[config.mk]
export PLATFORM = sky130hd
export DESIGN_NAME = sst_divider
export DESIGN_NICKNAME = d
export VERILOG_FILES = /design/src/hw/rtl/sst_divider.sv
export SDC_FILE = /design/constraint.sdc
export NUM_CORES = 1
export LEC_CHECK = 0
export ABC_AREA = 1
export BUFFER_PORTS_ARGS = -buffer_cell sky130_fd_sc_hd__clkbuf_2
export CAP_MARGIN = 20
export CELL_PAD_IN_SITES_DETAIL_PLACEMENT = 1
export CELL_PAD_IN_SITES_GLOBAL_PLACEMENT = 1
export CORE_UTILIZATION = 35
export DETAILED_ROUTE_END_ITERATION = 6
export HOLD_SLACK_MARGIN = 0.03
export PLACE_DENSITY = 0.83
export SLEW_MARGIN = 20
export SYNTH_ARGS = -nofsm -noshare
export SYNTH_HDL_FRONTEND = slang
export SYNTH_SLANG_ARGS = --single-unit
[constraint.sdc]
create_clock -name i_clk -period 3.55 [get_ports i_clk]
set_input_delay 0.71 -clock i_clk [delete_from_list [all_inputs] [get_ports i_clk]]
set_output_delay 0.71 -clock i_clk [all_outputs]
set_load 0.02 [all_outputs]
[src/hw/rtl/sst_divider.sv]
// ----------------------------------------------------------------------------
// sst_divider: restoring bit-serial unsigned divider
// One quotient bit per cycle; result valid in o_done pulse.
// ----------------------------------------------------------------------------
module sst_divider #(
    parameter int NW = 42,
    parameter int DW = 11
) (
    input  logic          i_clk,
    input  logic          i_rst_n,
    input  logic          i_start,
    input  logic [NW-1:0] i_num,
    input  logic [DW-1:0] i_den,
    output logic          o_done,
    output logic [NW-1:0] o_quot
);
    localparam int CW = $clog2(NW + 1);

    logic [NW-1:0] r_q;
    logic [DW:0]   r_rem;
    logic [DW-1:0] r_den;
    logic [CW-1:0] r_cnt;
    logic          r_busy, r_done;
    logic [DW:0]   n_trial;

    assign n_trial = {r_rem[DW-1:0], r_q[NW-1]};

    // one quotient bit per cycle
    always_ff @(posedge i_clk) begin
        if (!i_rst_n) begin
            r_busy <= 1'b0;
            r_done <= 1'b0;
            r_cnt  <= '0;
        end else begin
            r_done <= 1'b0;
            if (i_start) begin
                r_busy <= 1'b1;
                r_q    <= i_num;
                r_rem  <= '0;
                r_den  <= i_den;
                r_cnt  <= CW'(NW);
            end else if (r_busy) begin
                if (n_trial >= {1'b0, r_den}) begin
                    r_rem <= n_trial - {1'b0, r_den};
                    r_q   <= {r_q[NW-2:0], 1'b1};
                end else begin
                    r_rem <= n_trial;
                    r_q   <= {r_q[NW-2:0], 1'b0};
                end
                r_cnt <= r_cnt - 1'b1;
                if (r_cnt == CW'(1)) begin
                    r_busy <= 1'b0;
                    r_done <= 1'b1;
                end
            end
        end
    end

    assign o_done = r_done;
    assign o_quot = r_q;
endmodule

==> results.md <==
* Status: completed
* Setup Crit Path Kind: flop to flop
* GRT Overall Usage at 0.197
* CTS tree: done
* Syn_area_per_cell at 8.52 um2
* Cell row count at 37
* DR pass1 iterations at 4
* Post-synth top flop: edfxtp_1
* Setup bufs post-CTS at 0
* Register area share after synthesis at 0.547
* Most frequent cells in the layout: nand2_1, clkbuf_2, edfxtp_1, inv_1, nor2_1
* Largest net degree at the start of global routing at 55
* Layout cell share with drive strength beyond 1 at 0.253
* Final clock period utilization by the worst path at 0.715
* Die Wd at 106 um
* Die area at around 11,000 um2
* Clock latency on the worst-skew pair at ~0.34 ns
* Initial Utilization at 0.366
* Worst setup startpoint: o_quot[41]$_DFFE_PP_
* Hold_buf cts at 0
* Final WL at around 10 mm
* IO buf count at roughly 100
* Startpoint Class: flop
* FF-to-FF path depth at 11
* Post-CTS sizing at 0
* Worst path cell trace: inv_1 > ha_1 > fa_1 > inv_1 > nand3_1 > nand3_2 > nand3_2 > nand3_1 > nor2_2 > nor2_1 > nor2_1
* Max VDD drop at roughly 260 uV
* Synth unique cells at 29
* Initial antenna violation count at 0
* Hold Crit Depth at 2
* Slowest cell on the critical path: nor2_2
* Area delta synth->final at 21.5%
* Rel. slew slack at 0.398
* Setup TNS at 0 ns
* DR vias at around 3,300
* Ports at 99
* H-tree levels at 3
* Post-synth EDFFs at 64
* TritonCTS Buffers at 9
* Tot Pwr at roughly 0.0023 W
* Slew @ Worst Pin at 0.901 ns
* HP Class: flop to flop
* Commonest non-fill, non-tap cell in the layout: nand2_1
* Leak at roughly 2.3 nW
* Worst hold start: r_cnt[5]$_SDFFE_PN0N_
* Max Cap Viol at 0
* Final ANT Viol Nets at 0
* Core Region at around 10,000 um2
* GPL Wtd Cong at between 0.8 and 0.9
* Largest stage delay, worst path at 0.58 ns
* Max Slew Vio Count at 0
* WP data arrival at approximately 2.7 ns
* Initial DRC count at 118
* Yosys warning count at 0
* Ant diodes at 0
* Top delay family on crit path: simple AND/OR/NAND/NOR gates
* Peak Freq at slightly below 400 MHz
* Clock sink count at 72
* Power Density at 506 nW/um2
* CP Capture Type: flop
* Final Skew at between 0.009 and 0.01 ns
* WL/cell at ~15 um
* Crit path time final at between 2 and 3 ns
* RR Startpoint: o_quot[41]$_DFFE_PP_
* Vias per inst at 4.75
* Die Y at between 100 and 150 um
* Layout Nets at 614
* Number of global-route vias before repair at approximately 3,500
* Post-DP Area at 4410 um2
* Clk slew on worst S/H paths at approximately 0.08 ns
* #FFs+latches synth at between 70 and 80
* Ys async rst share at 0
* Remaining global-route overflow at 0
* Drt drc at 0
* First-pass GRT wire length at 17.1 mm
* DP HPWL at ~8.0 mm
* Cells after Synth at around 450
* RSZ-0062 raised after global routing: no
* Setup violators final at 0
* Root Driver: clkbuf_8
* CP max FO at 12
* Fin area at 4630 um2
* WP data required at between 3 and 4 ns
* Bufs on Longest Clock Path at 2
* Worst path buffer plus inverter count at 2
* Post-Syn Area at 3810 um2
* Stages on the worst setup path at 11
* Endpoints failing hold at 0
* Syn nets at 517
* Worst R2R Setup Slack at approximately 1.0 ns
* Fillers at 1,296
through the flow:
stage | std cells | setup WS (ns) | hold slack (ns) | utilization
final | 685 | 1.01 | 0.488 | 0.444
after CTS | 685 | 0.963 | 0.487 | 0.444
after global routing | 685 | 0.765 | 0.509 | 0.444
after global placement | 669 | 1.20 | 0.461 | 0.424
after floorplan | 447 | 0.870 | 0.451 | -
after detailed placement | 669 | 1.01 | 0.475 | 0.424
worst paths after layout:
check                                                to
worst min-delay path              r_cnt[5]$_SDFFE_PN0N_
worst max register to register  r_rem[10]$_SDFFCE_PP0P_
worst max-delay path            r_rem[10]$_SDFFCE_PP0P_
worst min register to register    r_cnt[5]$_SDFFE_PN0N_
power by group:
group | internal [W] | switching [W] | leakage, nW
logic | 0.000190 | 0.000382 | 1.55
registers | 0.00103 | 0.0000520 | 0.688
clock network | 0.000368 | 0.000324 | 0.108
total | 0.00158 | 0.000758 | 2.35
cells by family after synthesis:
group | count (synthesis) | synth area share
adder cells (fa/ha/maj) | 14 | 0.0480
buffers and inverters | 71 | 0.0752
AO/OA/AOI/OAI | 13 | 0.0191
XOR/XNOR | 3 | 0.00690
flip-flops | 72 | 0.547
AND/OR/NAND/NOR | 274 | 0.304
tightest hold or removal path, cell delays in order (launching register included):
cell,delay [ns]
dfxtp_1,0.31
o21ai_0,0.07
a21oi_1,0.07
flip-flops by register name, indices dropped and copies added (netlist names):
name,count
r_den,11
r_rem,11
o_done,1
o_quot,42
r_cnt,6
r_busy,1
cell usage after synthesis, types with 3 or more instances:
cell type	number	area share
a21oi_1	7	0.0092
o21ai_0	3	0.0039
dfxtp_1	8	0.042
inv_1	55	0.054
nor2_1	30	0.030
ha_1	13	0.043
nor2_2	11	0.018
clkbuf_1	10	0.0099
nand4_1	14	0.023
nand3_2	3	0.0079
nand2_2	4	0.0066
edfxtp_1	64	0.50
nand3_1	12	0.016
nand2_1	194	0.19
per-layer routing:
metal	vias up	GRT usage	wire [um]
met5	-	0	0
met4	0	0.0605	135
met1	1531	0.232	4260
met3	11	0.0742	799
met2	96	0.332	5230
li1	1618	-	-
cell type report:
class                   count  area, um2  area share
clock buffers              10        149      0.0322
repair buffers            100        505       0.109
flip-flops and latches     72       2080       0.450
inverters                  57        214      0.0462
clock inverters             6       65.1      0.0141
multi-input cells         304       1440       0.312
well taps                 136        170      0.0368
Power figures use the tool's default switching activity.
