==> config.mk <==
export PLATFORM = sky130hd
export DESIGN_NAME = sst_pen_cell
export DESIGN_NICKNAME = d
export VERILOG_FILES = /design/src/hw/rtl/sst_pkg.sv /design/src/hw/rtl/sst_pen_cell.sv
export SDC_FILE = /design/constraint.sdc
export NUM_CORES = 1
export LEC_CHECK = 0
export ABC_AREA = 0
export BUFFER_PORTS_ARGS = -buffer_cell sky130_fd_sc_hd__buf_4
export CORE_MARGIN = 2
export CORE_UTILIZATION = 43
export DETAILED_ROUTE_END_ITERATION = 16
export GPL_TIMING_DRIVEN = 0
export PLACE_DENSITY = 0.84
export SETUP_SLACK_MARGIN = 0.15
export SYNTH_ARGS = -nofsm -noshare
export SYNTH_HDL_FRONTEND = slang
export SYNTH_SLANG_ARGS = --single-unit
==> constraint.sdc <==
create_clock -name i_clk -period 3.04 [get_ports i_clk]
set_clock_uncertainty 0.1 [all_clocks]
set_input_delay 0.152 -clock i_clk [delete_from_list [all_inputs] [get_ports i_clk]]
set_output_delay 0.152 -clock i_clk [all_outputs]
set_load 0.005 [all_outputs]
==> src/hw/rtl/sst_pkg.sv <==
// ----------------------------------------------------------------------------
// sst_pkg: shared types and constants for the safe zone stop tracker
// Payload structs, register indexes and cell control struct.
// ----------------------------------------------------------------------------
package sst_pkg;

    localparam int PriceW = 31;
    localparam int StopW  = 32;

    // configuration register indexes
    localparam logic [1:0] REG_LOOKBACK = 2'd0;
    localparam logic [1:0] REG_HOLD     = 2'd1;
    localparam logic [1:0] REG_COEF     = 2'd2;
    localparam logic [1:0] REG_SIDE     = 2'd3;

    typedef struct packed {
        logic [PriceW-1:0] bar_low;
        logic [PriceW-1:0] bar_high;
        logic              series_start;
    } t_in_item;

    typedef struct packed {
        logic signed [StopW-1:0] stop_level;
        logic signed [StopW-1:0] raw_stop;
    } t_out_item;

    // control broadcast to the penetration cells
    typedef struct packed {
        logic shift;
        logic rotate;
    } t_cell_ctl;

endpackage

==> src/hw/rtl/sst_pen_cell.sv <==
// ----------------------------------------------------------------------------
// sst_pen_cell: one stage of the penetration delay line
// Holds one down and one up penetration and hands them to its neighbor.
// On shift a new sample enters from the left; on rotate the line circulates
// (used to sweep the window past the accumulator).
// ----------------------------------------------------------------------------
module sst_pen_cell #(
    parameter int W = 31
) (
    input  logic             i_clk,
    input  sst_pkg::t_cell_ctl i_ctl,
    input  logic [W-1:0]     i_dn,
    input  logic [W-1:0]     i_up,
    output logic [W-1:0]     o_dn,
    output logic [W-1:0]     o_up
);
    logic [W-1:0] r_dn, r_up;

    // stage register, moves on shift or rotate
    always_ff @(posedge i_clk) begin
        if (i_ctl.shift || i_ctl.rotate) begin
            r_dn <= i_dn;
            r_up <= i_up;
        end
    end

    assign o_dn = r_dn;
    assign o_up = r_up;
endmodule

==> flow_summary.yaml, run 1 <==
status:
  status: "finished, final reports clean"
worst_setup_path:
  cp.arrival_ns: 0.91
  slowest_delay_ns: 0.41
  critPathSlowestCell: "edfxtp_1"
  startpoint_type: "register"
  cp_top_family: "flip-flops"
  required_ns: 2.79
  path_class: "register to primary output"
  critPathCaptureType: "primary output"
  cp_cell_sequence: "buf_4"
  path_max_fanout: 1
  critPathBufInv: 1
floorplan:
  rows: 23
  die-area_um2: 4890
  die_x_um: 69.9
  core-area_um2: 4090
  boundaryPins: 127
  initial_core_util: 0.457
  fp.dieH_um: 69.9
clocking:
  cts.path.max_buffers: 2
  cts-root-buf: "clkbuf_8"
  cts_num_sinks: 62
  cts.repair.resized: 0
  tritoncts: "built"
  h-tree-depth: 3
  cts_buffers: 9
  cts.clk_slew.worst_paths_ns: 0.07
cells_and_area:
  stdcell_area_um2: 3730
  area_growth_pct: 99.8
  multi_input_area_um2: 6.26
  mostFrequentLayoutCells: "buf_4, dlygate4sd3_1, edfxtp_1, clkbuf_8"
  ff_latch_area_um2: 1860
  fin_cells: 319
  fill_cells: 137
  layout-drive-gt1-share: 0.530
  layout.nets: 328
  final_common_cell: "buf_4"
placement:
  place_ws_ns: 1.60
  place.gp.congestion: 0.750
  numPortBuffers: 126
  dpl.hpwl_um: 3560
  dp.cells: 240
  placed_area_um2: 2900
sta:
  finalSetupViolations: 0
  final_hold_viol_count: 0
  rsz0062_at_grt: "no"
  max_freq_mhz: 859
  slew_headroom: 0.624
  period_minus_slack_ns: 1.16
  period_share: 0.383
  setup_tns_ns: 0
  slew_violations: 0
  setup_slack_ns: 1.88
  tightest_slew_ns: 0.563
route:
  drc: 0
  postRouteAntennaNets: 0
  drt_wl_total_um: 6020
  wl_per_cell_um: 18.9
  drt-initial-drc-count: 91
  vias: 1445
  dr.pass1.iters: 4
  viasPerCell: 4.53
yosys:
  synthTopCellsByArea: "edfxtp_1, or2_1"
  mappedNetlistNets: 128
  yosys_warnings: 0
  ys_types: 2
  syn_inst: 63
  synth_seq_cells: 62
  ys_seq_area_frac: 0.997
  synth_area_um2: 1870
  syn_avg_cell_area_um2: 29.7
  post-synth-top-area-fraction: 0.997
  synth_top_cell_by_area: "edfxtp_1"
grt:
  grtUsageTotal: 0.263
  overflow: 0
  grt_antenna_before_repair: 1
  grt_max_degree: 42
  grt_pass1_wl_um: 9070
  grt_pass1_vias: 1559
flow_run:
  drv_cap: 0
hold_path:
  hold_class: "input pin to register"
power_and_ir_drop:
  power_uw: 2110
  p_leak_uw: 0.00161
  vdd.ir_drop.worst_uv: 431
  p_per_area_nw_per_um2: 567
registers in the layout (all words and copies together), names as in the netlist:
register	cells
o_dn	31
o_up	31
synth_stat cells:
library cell,count
edfxtp_1,62
or2_1,1
through the flow:
| stage | hold slack [ns] | utilization |
|---|---|---|
| final | 0.431 | 0.913 |
| after global routing | 0.425 | 0.913 |
| after CTS | 0.424 | 0.913 |
| after detailed placement | 0.231 | 0.709 |
| after global placement | 0.231 | 0.704 |
| after floorplan | 0.151 | - |
cell families after synthesis:
kind of cell and share of synthesized area:
flip-flops 0.997, AND/OR/NAND/NOR 0.00335
layer usage:
layer / GRT usage / up-vias / share of wire
li1: - / 657 / -
met1: 0.285 / 671 / 0.36
met2: 0.453 / 101 / 0.53
met3: 0.0808 / 16 / 0.075
met4: 0.154 / 0 / 0.032
met5: 0 / - / 0
cell type report:
cell class                 instances  share of cell area
antenna                            1            0.000670
clock buffer                       9              0.0332
sequential                        62               0.499
multi-input combinational          1             0.00168
tap                               50              0.0168
timing repair buffer             189               0.425
clock inverter                     7              0.0238
where the power goes:
group          total, µW  switching [µW]  internal, µW  leakage (µW)
sequential          1050            27.4          1030      0.000632
combinational        284            92.1           192      0.000877
clock                776             320           455      0.000104
total               2110             440          1680       0.00161
path summary, 6_finish.rpt:
kind,from,cells past startpoint,end,slack [ns]
max,o_dn[7],1,o_dn[7],1.88
min,i_dn[30],2,o_dn[30],0.43
timing repair:
action	CTS	global route
hold endpoints to repair	62	0
buffers inserted	0	0
hold buffers	62	0
setup endpoints to repair	0	0
Power figures use the tool's default switching activity.
==> inputs of run 2 (changes only) <==
CORE_UTILIZATION = 36   (was 43)
PLACE_DENSITY = 0.75   (was 0.84)
clock period = 1 ns   (was 3.04 ns; I/O delays follow)
==> run 2 against run 1 <==
  * The run now ends with setup timing left
  * Die area rose by 18%
  * Power rose to 2.8 times the previous value
  * Critical path depth unchanged
==> flow_summary.yaml, run 2 (same netlist as run 1, synthesis figures left out) <==
cells_and_area:
  layout-drive-gt1-share: 0.523
  fill_cells: 303
  layout.nets: 328
  stdcell_area_um2: 3820
  area_growth_pct: 105
  mostFrequentLayoutCells: "buf_4, dlygate4sd3_1, edfxtp_1, buf_6, clkbuf_8"
  final_util: 0.759
  num_antenna_cells: 0
  final_common_cell: "buf_4"
worst_setup_path:
  path_class: "register to primary output"
  cp_cell_sequence: "buf_6"
  critPathCaptureType: "primary output"
  critPathBufInv: 1
  critPathSlowestCell: "edfxtp_1"
  path_max_fanout: 1
  slowest_delay_ns: 0.42
  cp_top_family: "flip-flops"
  startpoint_type: "register"
  cp.arrival_ns: 0.88
  required_ns: 0.85
grt:
  grtUsageTotal: 0.184
  grt_max_degree: 32
  grt_pass1_vias: 1516
  overflow: 0
  grt_antenna_before_repair: 0
  grt_pass1_wl_um: 7750
clocking:
  cts.path.max_buffers: 2
  cts_buffers: 9
  tritoncts: "built"
  cts_num_sinks: 62
  h-tree-depth: 3
  cts-root-buf: "clkbuf_8"
  cts.clk_slew.worst_paths_ns: 0.06
route:
  dr.pass1.iters: 4
  viasPerCell: 4.18
  wl_per_cell_um: 15.3
  drc: 0
  drt-initial-drc-count: 68
  wl_met1_um: 1730
  wl_met2_um: 2880
  met3_length_um: 353
  vias: 1405
  drt_wl_total_um: 5160
  dr.max_layer_used: "met4"
  postRouteAntennaNets: 0
sta:
  max_freq_mhz: 969
  final_hold_viol_count: 0
  finalSetupViolations: 6
  fin_worst_hold_slack_ns: 0.324
  tightest_slew_ns: 0.437
  rsz0062_at_grt: "yes"
  setup_slack_ns: -0.0321
  period_minus_slack_ns: 1.03
  slew_violations: 0
  setup_tns_ns: -0.0896
  period_share: 1.03
  slew_headroom: 0.708
power_and_ir_drop:
  p_leak_uw: 0.00163
  p_per_area_nw_per_um2: 1530
  vdd.ir_drop.worst_uv: 964
status:
  violations: "setup timing"
  status: "complete, but fails checks"
floorplan:
  initial_core_util: 0.370
  fp.dieH_um: 76.0
  die_x_um: 76.0
  boundaryPins: 127
  core-area_um2: 5040
  die-area_um2: 5780
  rows: 26
placement:
  place_ws_ns: -0.315
  numPortBuffers: 126
  placed_area_um2: 2900
  place.gp.congestion: 0.702
hold_path:
  hold_class: "input pin to register"
flow_run:
  drv_cap: 0
run 2: per-layer routing:
metal	vias up	GRT usage
li1	653	-
met1	655	0.184
met2	78	0.340
met3	19	0.0521
met4	0	0.107
met5	-	0
run 2: report_power, final:
group,switching (µW),total (µW),internal [µW]
Clock,852,1710,855
Combinational,257,919,663
Sequential,94.8,3220,3130
run 2: repair_timing:
action | CTS | global route
setup buffers | 0 | 0
endpoints found under the setup margin | 124 | 62
gates cloned | 1 | 0
endpoints found under the hold margin | 62 | 0
pin swaps | 1 | 0
hold buffers | 62 | 0
resized for setup | 31 | 9
run 2: path summary, 6_finish.rpt:
| check | startpoint | endpoint | slack [ns] | depth (start not counted) |
|---|---|---|---|---|
| worst min-delay path | i_ctl[1] | o_up[4] | 0.32 | 2 |
| worst max-delay path | o_dn[20] | o_dn[20] | -0.03 | 1 |
run 2: layout make-up:
cell class              count  area (µm²)  share of cell area
flip-flops and latches     62        1860               0.487
multi-input cells           2        17.5             0.00458
clock buffers              11         131              0.0343
clock inverters             3        13.8             0.00360
repair buffers            188        1710               0.448
well taps                  70        87.6              0.0229
run 2: through the flow:
step	std cells	total power (µW)
after global placement	259	3840
after CTS	336	5860
after floorplan	63	3310
after detailed placement	259	3870
final	336	5850
after global routing	336	6080
==> inputs of run 3 (changes only) <==
BUFFER_PORTS_ARGS = default   (was -buffer_cell sky130_fd_sc_hd__buf_4)
CORE_UTILIZATION = 50   (was 36)
DONT_BUFFER_PORTS = 1   (was default)
PLACE_DENSITY = 0.69   (was 0.75)
==> run 3 against run 2 <==
  * The flow now finishes without violations
  * Sequential share of layout area increased by 20 points
  * Critical path depth fell by 1
  * Fmax grew 16%
  * Critical endpoint is now o_dn[29]
  * Largest cell class unchanged
  * Largest power group unchanged
  * Highest routed layer unchanged
==> flow_summary.yaml, run 3 (same netlist as run 1, synthesis figures left out) <==
cells_and_area:
  area_growth_pct: 44.8
  num_antenna_cells: 0
  mostFrequentLayoutCells: "dlygate4sd3_1, edfxtp_1, clkbuf_8, clkbuf_1, clkinv_1"
  layout.nets: 202
  layout-drive-gt1-share: 0.0851
  fin_cells: 189
route:
  drt-initial-drc-count: 108
  postRouteAntennaNets: 0
  drc: 0
  drt_wl_total_um: 3680
  dr.pass1.iters: 4
  viasPerCell: 4.76
  vias: 899
  wl_per_cell_um: 19.5
clocking:
  cts_num_sinks: 62
  cts.repair.resized: 0
  tritoncts: "built"
  cts.path.max_buffers: 2
  cts-root-buf: "clkbuf_8"
  cts.clk_slew.worst_paths_ns: 0.06
  cts_setup_buffers: 0
  h-tree-depth: 3
  cts_buffers: 9
worst_setup_path:
  critPathCaptureType: "primary output"
  required_ns: 0.85
  cp.arrival_ns: 0.74
  startpoint_type: "register"
  path_max_fanout: 1
  path_class: "register to primary output"
sta:
  max_freq_mhz: 1120
  rsz0062_at_grt: "yes"
  period_share: 0.891
  setup_tns_ns: 0
  final_hold_viol_count: 0
  finalSetupViolations: 0
  slew_headroom: 0.520
  period_minus_slack_ns: 0.891
  tightest_slew_ns: 0.719
  slew_violations: 0
status:
  status: "finished, final reports clean"
placement:
  place.gp.congestion: 0.597
  numPortBuffers: 0
  dp.cells: 111
flow_run:
  drv_cap: 0
floorplan:
  die_x_um: 65.1
  fp.dieH_um: 65.1
  core-area_um2: 3630
  boundaryPins: 127
  die-area_um2: 4240
  rows: 22
  initial_core_util: 0.514
grt:
  grtUsageTotal: 0.168
  overflow: 0
  grt_pass1_wl_um: 4730
  grt_max_degree: 63
  grt_pass1_vias: 923
  grt_antenna_before_repair: 0
hold_path:
  hold_class: "input pin to register"
power_and_ir_drop:
  p_per_area_nw_per_um2: 1910
  vdd.ir_drop.worst_uv: 1350
  p_leak_uw: 0.000972
## run 3: changes by cell type in the layout (fill, tap and decap cells not counted), sizes merged
| cell | change |
|---|---|
| buf | -126 |
| clkbuf | +1 |
## run 3: final timing paths
kind | to | start | cells after the start | slack, ns
min | o_up[22] | i_ctl[0] | 1 | 0.22
max | o_dn[29] | o_dn[29] | 0 | 0.11
## run 3: repair_timing
action                                  CTS  global route
hold buffers                             62             0
gates cloned                              0             1
pin swaps                                 0             1
hold endpoints to repair                 62             0
endpoints found under the setup margin   62           124
## run 3: routing by layer
metal | vias up | share of wire | track usage
met1 | 419 | 0.37 | 0.168
met2 | 70 | 0.54 | 0.281
met5 | - | 0 | 0
met3 | 4 | 0.083 | 0.0736
met4 | 0 | 0.011 | 0.117
li1 | 406 | - | -
## run 3: layout make-up
type / count / area [µm²]
tap: 48 / 60.1
timing repair buffer: 62 / 621
clock inverter: 3 / 12.5
multi-input combinational: 2 / 15.0
sequential: 62 / 1860
clock buffer: 12 / 135
fill: 219 / 928
## run 3: power breakdown
group	internal (µW)	switching (µW)
Sequential	3130	129
Combinational	165	83.2
Clock	866	803
## run 3: stage by stage
step           utilization  instance area, µm²  hold WS [ns]  setup slack, ns  power [µW]
6_report             0.744                2710         0.216            0.109        5180
5_1_grt              0.744                2710         0.234           0.0823        5380
4_1_cts              0.743                2700         0.234           0.0978        5230
3_5_place_dp         0.531                1930        0.0489           -0.177        3360
3_3_place_gp         0.531                1930        0.0489           -0.149        3350
2_1_floorplan            -                1870        0.0489          -0.0399        3310
